**src/sv/tss_pkg.sv**
```systemverilog
package tss_pkg;

  // Stages in front of the divider: orient edge, multiply, sum and clamp
  localparam int unsigned PRE_DIV_STAGES = 3;

  // Edges a-b, b-c, c-a
  localparam int unsigned NUM_EDGES = 3;

endpackage

```
**src/sv/tss_edge.sv**
```systemverilog
module tss_edge
  import tss_pkg::*;
#(
  parameter int unsigned COORD_INT_BITS  = 12,
  parameter int unsigned COORD_FRAC_BITS = 4
) (
  input  logic                                     clk_i,
  input  logic                                     en_i,
  input  logic [COORD_INT_BITS+COORD_FRAC_BITS-1:0] x0_i,
  input  logic [COORD_INT_BITS+COORD_FRAC_BITS-1:0] y0_i,
  input  logic [COORD_INT_BITS+COORD_FRAC_BITS-1:0] x1_i,
  input  logic [COORD_INT_BITS+COORD_FRAC_BITS-1:0] y1_i,
  input  logic [COORD_INT_BITS-1:0]                 line_i,
  output logic                                     hit_o,
  output logic [COORD_INT_BITS-1:0]                 xpix_o
);

  localparam int unsigned W   = COORD_INT_BITS + COORD_FRAC_BITS;
  localparam int unsigned PW  = 2 * W + 2;  // signed product and sum width
  localparam int unsigned RW  = 2 * W + 1;  // clamped numerator width
  localparam int unsigned HL  = PRE_DIV_STAGES + COORD_INT_BITS;

  // ---------------- stage 1: orient edge, test line, differences
  logic               swap;
  logic [W-1:0]       ux, uy, vx, vy;
  logic [W-1:0]       line_fx;
  logic               hit_d;
  logic [W-1:0]       ux_q, den_q, dy_q;
  logic signed [W:0]  dx_q;

  assign swap    = (y0_i > y1_i);
  assign ux      = swap ? x1_i : x0_i;
  assign uy      = swap ? y1_i : y0_i;
  assign vx      = swap ? x0_i : x1_i;
  assign vy      = swap ? y0_i : y1_i;
  assign line_fx = W'(line_i) << COORD_FRAC_BITS;
  assign hit_d   = (COORD_INT_BITS'(uy >> COORD_FRAC_BITS) < line_i) &&
                   (line_i <= COORD_INT_BITS'(vy >> COORD_FRAC_BITS));

  always_ff @(posedge clk_i) begin
    if (en_i) begin
      ux_q  <= ux;
      den_q <= vy - uy;
      dy_q  <= line_fx - uy;
      dx_q  <= $signed({1'b0, vx}) - $signed({1'b0, ux});
    end
  end

  // ---------------- stage 2: base and slope products
  logic [2*W-1:0]         base_q;
  logic signed [PW-1:0]   slope_q;
  logic [W-1:0]           den2_q;

  always_ff @(posedge clk_i) begin
    if (en_i) begin
      base_q  <= (2*W)'(ux_q) * (2*W)'(den_q);
      slope_q <= PW'($signed({1'b0, dy_q})) * PW'(dx_q);
      den2_q  <= den_q;
    end
  end

  // ---------------- stage 3: sum, clamp at zero
  logic signed [PW-1:0] total;
  logic [RW-1:0]        rem_q [COORD_INT_BITS+1];
  logic [COORD_INT_BITS-1:0] quo_q [COORD_INT_BITS+1];
  logic [W-1:0]         dvs_q [COORD_INT_BITS+1];

  assign total = $signed({2'b00, base_q}) + slope_q;

  always_ff @(posedge clk_i) begin
    if (en_i) begin
      rem_q[0] <= total[PW-1] ? '0 : total[RW-1:0];
      quo_q[0] <= '0;
      dvs_q[0] <= den2_q;
    end
  end

  // ---------------- restoring divider, one quotient bit per stage, MSB first
  for (genvar j = 0; j < COORD_INT_BITS; j++) begin : g_div
    localparam int unsigned SH = COORD_FRAC_BITS + COORD_INT_BITS - 1 - j;
    logic [RW-1:0] trial;
    logic          ge;

    assign trial = RW'(dvs_q[j]) << SH;
    assign ge    = (rem_q[j] >= trial);

    always_ff @(posedge clk_i) begin
      if (en_i) begin
        rem_q[j+1] <= ge ? (rem_q[j] - trial) : rem_q[j];
        quo_q[j+1] <= {quo_q[j][COORD_INT_BITS-2:0], ge};
        dvs_q[j+1] <= dvs_q[j];
      end
    end
  end

  // ---------------- edge hit flag travels beside the data
  logic hit_q [HL];

  always_ff @(posedge clk_i) begin
    if (en_i) begin
      hit_q[0] <= hit_d;
      for (int k = 1; k < HL; k++) begin
        hit_q[k] <= hit_q[k-1];
      end
    end
  end

  assign hit_o  = hit_q[HL-1];
  assign xpix_o = quo_q[COORD_INT_BITS];

endmodule

```
**config.mk**
```make
export PLATFORM = sky130hd
export DESIGN_NAME = tss_edge
export DESIGN_NICKNAME = d
export VERILOG_FILES = /design/src/sv/tss_pkg.sv /design/src/sv/tss_edge.sv
export SDC_FILE = /design/constraint.sdc
export NUM_CORES = 2
export LEC_CHECK = 0
export ABC_AREA = 1
export BUFFER_PORTS_ARGS = -buffer_cell sky130_fd_sc_hd__buf_2
export CAP_MARGIN = 0
export CELL_PAD_IN_SITES_DETAIL_PLACEMENT = 1
export CELL_PAD_IN_SITES_GLOBAL_PLACEMENT = 2
export CORE_MARGIN = 5
export CORE_UTILIZATION = 42
export CTS_BUF_LIST = sky130_fd_sc_hd__clkbuf_16
export DETAILED_ROUTE_END_ITERATION = 6
export HOLD_SLACK_MARGIN = 0.02
export MAX_ROUTING_LAYER = met4
export PLACE_DENSITY = 0.8
export SETUP_SLACK_MARGIN = 0.5
export SKIP_CTS_REPAIR_TIMING = 1
export SYNTH_ARGS = -nofsm -noshare
export SYNTH_HDL_FRONTEND = slang
export SYNTH_SLANG_ARGS = --single-unit
```
**constraint.sdc**
```tcl
create_clock -name clk_i -period 7.8 [get_ports clk_i]
set_input_delay 0 -clock clk_i [delete_from_list [all_inputs] [get_ports clk_i]]
set_output_delay 0 -clock clk_i [all_outputs]
set_load 0.03 [all_outputs]
```
# Yosys cells after proc, flatten, opt, wreduce, memory -nomap -nowiden
# Memories as Yosys holds them, arrays and structs flattened.
# Index checks and enable logic that the tools add are counted.
# totals
ram_bits	808
output_inout_bits	13
word_cells	64
input_bits	78
register_bits	147
memories	4
# memory_table
name	depth	word_bits	rd	rd_clocked_by_memory_dff	wr	line	rtl
rem_q	13	33	12	0	13	tss_edge.sv:64	logic [RW-1:0] rem_q [COORD_INT_BITS+1];
dvs_q	13	16	12	0	13	tss_edge.sv:66	logic [W-1:0] dvs_q [COORD_INT_BITS+1];
quo_q	13	12	13	0	13	tss_edge.sv:65	logic [COORD_INT_BITS-1:0] quo_q [COORD_INT_BITS+1];
hit_q	15	1	15	0	15	tss_edge.sv:97	logic hit_q [HL];
# classes
muxes	19
reduce_logical	1
mul	2
addsub	16
magnitude_cmp	15
# ops
operator	count
2-to-1 mux 33 bit	13
2-to-1 mux 16 bit	4
adder 33 x 34 -> 34 bit	1
multiplier 17 x 17 -> 34 bit	1
greater-or-equal comparator 33 x 20 -> 1 bit	1
greater-or-equal comparator 33 x 21 -> 1 bit	1
greater-or-equal comparator 33 x 22 -> 1 bit	1
greater-or-equal comparator 33 x 23 -> 1 bit	1
greater-or-equal comparator 33 x 24 -> 1 bit	1
greater-or-equal comparator 33 x 25 -> 1 bit	1
greater-or-equal comparator 33 x 26 -> 1 bit	1
greater-or-equal comparator 33 x 27 -> 1 bit	1
greater-or-equal comparator 33 x 28 -> 1 bit	1
greater-or-equal comparator 33 x 29 -> 1 bit	1
greater-or-equal comparator 33 x 30 -> 1 bit	1
greater-or-equal comparator 33 x 31 -> 1 bit	1
subtractor 33 x 20 -> 33 bit	1
subtractor 33 x 21 -> 33 bit	1
subtractor 33 x 22 -> 33 bit	1
subtractor 33 x 23 -> 33 bit	1
subtractor 33 x 24 -> 33 bit	1
subtractor 33 x 25 -> 33 bit	1
subtractor 33 x 26 -> 33 bit	1
subtractor 33 x 27 -> 33 bit	1
12 further kinds	14

# Longest topological paths before layout
# depth
depth_word	4
mapped_depth	28
mapped_depth_nobuf	27

# Worst setup path before layout
# Ideal clock, no wire load.
# synth_path
path_kind	register to register
from	register dy_q[5]
to	register slope_q[31], data pin
arrival_time_ns	5.778
t_required_ns	7.538
period_less_slack_ns	6.040
n_path_buf	2
path_slack_ns	1.760
stages_incl_launch_ff	25
setup_ns	0.262
cell_sequence	edfxtp_1 clkbuf_1 clkbuf_1 nand2_1 fa_1 inv_1 fa_1 inv_1 fa_1 inv_1 fa_1 fa_1 inv_1 fa_1 inv_1 ha_1 nand2_1 nor2_1 and2_1 a21oi_1 o21bai_1 a21oi_1 o21ai_0 a21oi_1 xor2_1
# synth_via
elab_chain_cells	1
# synth_lines
item	line	rtl
from (decl)	tss_edge.sv:28	logic [W-1:0] ux_q, den_q, dy_q;
from (signal assigned)	tss_edge.sv:44	dy_q <= line_fx - uy;
multiplier 17 x 17 -> 34 bit	tss_edge.sv:57	slope_q <= PW'($signed({1'b0, dy_q})) * PW'(dx_q);
to (signal assigned)	tss_edge.sv:57	
to (decl)	tss_edge.sv:51	logic signed [PW-1:0] slope_q;
# Every way passes these cells.
# A chain may end at the register's enable or synchronous reset.

# Final worst setup path
# layout_path
from	register dy_q[5]
to	register slope_q[33], data pin
# The elaborated chain is that of the path after synthesis.

==> metrics.md <==
| Metric | Value |
|---|---|
| Worst setup margin | `between 1 and 1.5 ns` |
| Post-synth EDFFs | `between 800 and 900` |
| Clock sinks | `828` |
| Crit path max fanout | `17` |
| CP required | `just over 8 ns` |
| Maximum number of pins on one net before global-route repair | `~190` |
| Post-synth ARST share | `0` |
| Register bit total from synthesis | `a little over 800` |
| Top Ports | `91` |
| TNS Setup | `0 ns` |
| Vias in the first global route | `~50k` |
| WL/cell | `19.8 um` |
| Final WL | `177 mm` |
| TritonCTS buffer count | `97` |
| Flop-to-flop setup slack | `1.22 ns` |
| Sequential element share of the synthesized area | `0.396` |
| Overall Global Routing Usage | `0.233` |
| Prevailing post-synth register cell | `edfxtp_1` |
| Clk slew on worst S/H paths | `~0.06 ns` |
| Layout cells sized above 1 | `0.0514` |
| # port buffers | `90` |
| Post-route DRC | `0` |
| R2R depth | `20` |
| RSZ-0062 raised after global routing | `false` |
| First-pass GRT wire length | `approximately 280 mm` |
| Bufs on Longest Clock Path | `3` |
| Ys Warns | `0` |
| Max Slew Vio Count | `0` |
| TritonRoute pass-1 iters | `5` |
| # setup viols final | `0` |
| Final Hold Fails | `0` |
| Met3 routed WL | `approximately 4.1 mm` |
| Synth top area cells | `edfxtp_1, fa_1, ha_1, nand2_1, inv_1` |
| Syn Area/Cell | `just over 9 um2` |
| Highest routed layer | `met4` |
| Area grow syn2layout | `10.2%` |
| Initial Util | `0.423` |
| Setup WS pre-CTS | `roughly 1.2 ns` |
| Critical path launch point | `dy_q[5]$_DFFE_PP_` |
| H-tree depth | `3` |
| Critical path endpoint category | `flop` |
| Crit path DAT | `between 7 and 8 ns` |
| DP Area | `between 60000 and 70000 um2` |
| Synth Cell Area | `between 60000 and 70000 um2` |
| Via/cell ratio | `between 5 and 6` |
| CTS tree | `built` |
| Worst flop-to-flop path startpoint | `dy_q[5]$_DFFE_PP_` |
| Final period utilization | `0.844` |
| Cell mode on critical path | `fa_1` |
| Clk root buf | `clkbuf_16` |
| Vias after detailed routing | `~46k` |
| Top cells by count, synth | `nand2_1, inv_1, edfxtp_1` |
| Hold path cells | `5` |
| Crit. path cell count | `20` |
| Outcome | `finished, final reports clean` |
| Die Area | `157000 um2` |
| Startpoint of the lowest-slack hold path | `line_i[3]` |
| Synth top area share | `0.396` |
| Crit-path leading delay family | `adder cells` |
| Mapped Nets | `between 7k and 8k` |
| Count leader, synth | `nand2_1` |
| M1 wire length | `68.0 mm` |
| Worst-path cell chain | `nand2_1 > fa_1 > inv_1 > fa_1 > fa_1 > fa_1 > fa_1 > inv_1 > fa_1 > inv_1 > ha_1 > nand2_1 > nor2_1 > and2_1 > a21oi_1 > o21bai_1 > a21oi_1 > o21ai_0 > a21oi_1 > xor2_1` |
| Met2 WL post-DR | `roughly 100 mm` |
| Floorplan row count | `about 140` |
| Gpl congestion | `between 0.8 and 0.9` |
| Die Wd | `397 um` |
| Slowest-stage cell, CP | `edfxtp_1` |
| Worst Path Buf+Inv | `3` |
| CORE AREA | `approximately 150000 um2` |
| Clk Latency, worst-skew pair | `between 0.7 and 0.8 ns` |
| Crit path largest cell delay | `0.82 ns` |
| Relative slew slack | `0.172` |
| Initial antenna violation count | `9` |
| Tmin final | `around 6.6 ns` |
| Startpoint types | `flop` |
| Class of the worst hold path | `in -> reg` |
| Die Y | `roughly 400 um` |
| Antenna Nets Post-Route | `0` |
| Hpwl dp | `between 100 and 150 mm` |
| Maximum clock rate | `~150 MHz` |
| Worst slew pin tran | `around 1.2 ns` |
| Nets | `approximately 8.0k` |
| Grt ovf | `0` |
| Post-Synthesis Cells | `6841` |
| Fin area | `between 60000 and 70000 um2` |
| Crit path kind | `reg -> reg` |
| Hold slack | `between 0.006 and 0.007 ns` |
| Fin Clk Skew | `approximately 0.028 ns` |
| Synth unique cells | `54` |
| Max Cap Viol | `0` |
| Iter 0 DRT Violations | `roughly 2.0k` |
| Largest area contributor in the netlist | `edfxtp_1` |
-- placed cells by master, fill, tap and decap left out, types with 24 or more instances in the layout --
master         netlist  layout
dlygate4sd3_1        0      74
nor2_1             370     368
a31oi_1             26      25
a21oi_1            339     339
nor3_1              60      60
or2_2               37      37
buf_2               19      89
nand4_1             63      63
xor2_1             187     186
inv_1             1418    1427
a21o_1              24      24
o21ai_0            324     324
nand2_1           1477    1477
buf_4               16      36
nor4_1              48      48
ha_1               510     510
clkbuf_16            0      98
fa_1               415     415
xnor2_1            138     138
nand3_1            185     185
o21ai_1             38      38
edfxtp_1           828     828
-- registers in the layout, summed over array words and instances, names as in the netlist --
name and cells:
dx_q 17, rem_q 396, den2_q 16, slope_q 34, den_q 16, base_q 32
ux_q 16, hit_q 15, dvs_q 192, dy_q 16, quo_q 78
-- kinds of logic (layout without fill, tap and decap cells) --
group	after synthesis	in the layout	synth area share
simple gates	2282	2282	0.150
buf+inv	1616	1802	0.0986
fa+ha+maj	925	925	0.234
compound gates	865	865	0.0756
flops	828	828	0.396
xor+xnor	325	325	0.0454
other cells	0	10	0
-- layout make-up --
cell class | count | area (um2)
inverter | 1426 | 5350
multi-input combinational | 4397 | 31700
sequential | 828 | 24900
tap | 1930 | 2410
clock buffer | 98 | 2450
clock inverter | 76 | 802
fill | 17000 | 79000
antenna | 10 | 25.0
timing repair buffer | 202 | 1510
-- metrics by stage --
| step | utilization | cells |
|---|---|---|
| 2_1_floorplan | - | 6841 |
| 3_3_place_gp | 0.439 | 8709 |
| 3_5_place_dp | 0.439 | 8709 |
| 4_1_cts | 0.461 | 8883 |
| 5_1_grt | 0.467 | 8965 |
| 6_report | 0.467 | 8967 |
-- final timing paths --
check	end
min	dy_q[8]$_DFFE_PP_
min reg2reg	hit_q[1][5]$_DFFE_PP_
max	slope_q[33]$_DFFE_PP_
max reg2reg	slope_q[33]$_DFFE_PP_
-- tightest hold or removal path: stages --
cell and delay (ns):
buf_2 0.13, ha_1 0.17, a21oi_1 0.07, nand2_1 0.08
xor2_1 0.07
-- metal layers --
| layer | track usage | vias up |
|---|---|---|
| met4 | 0.0707 | 0 |
| met1 | 0.247 | 22600 |
| met5 | - | - |
| li1 | - | 22200 |
| met3 | 0.0237 | 224 |
| met2 | 0.453 | 552 |
Power is not shown: default switching activity piles up to over one toggle a cycle in this logic, so the estimate is an artifact.
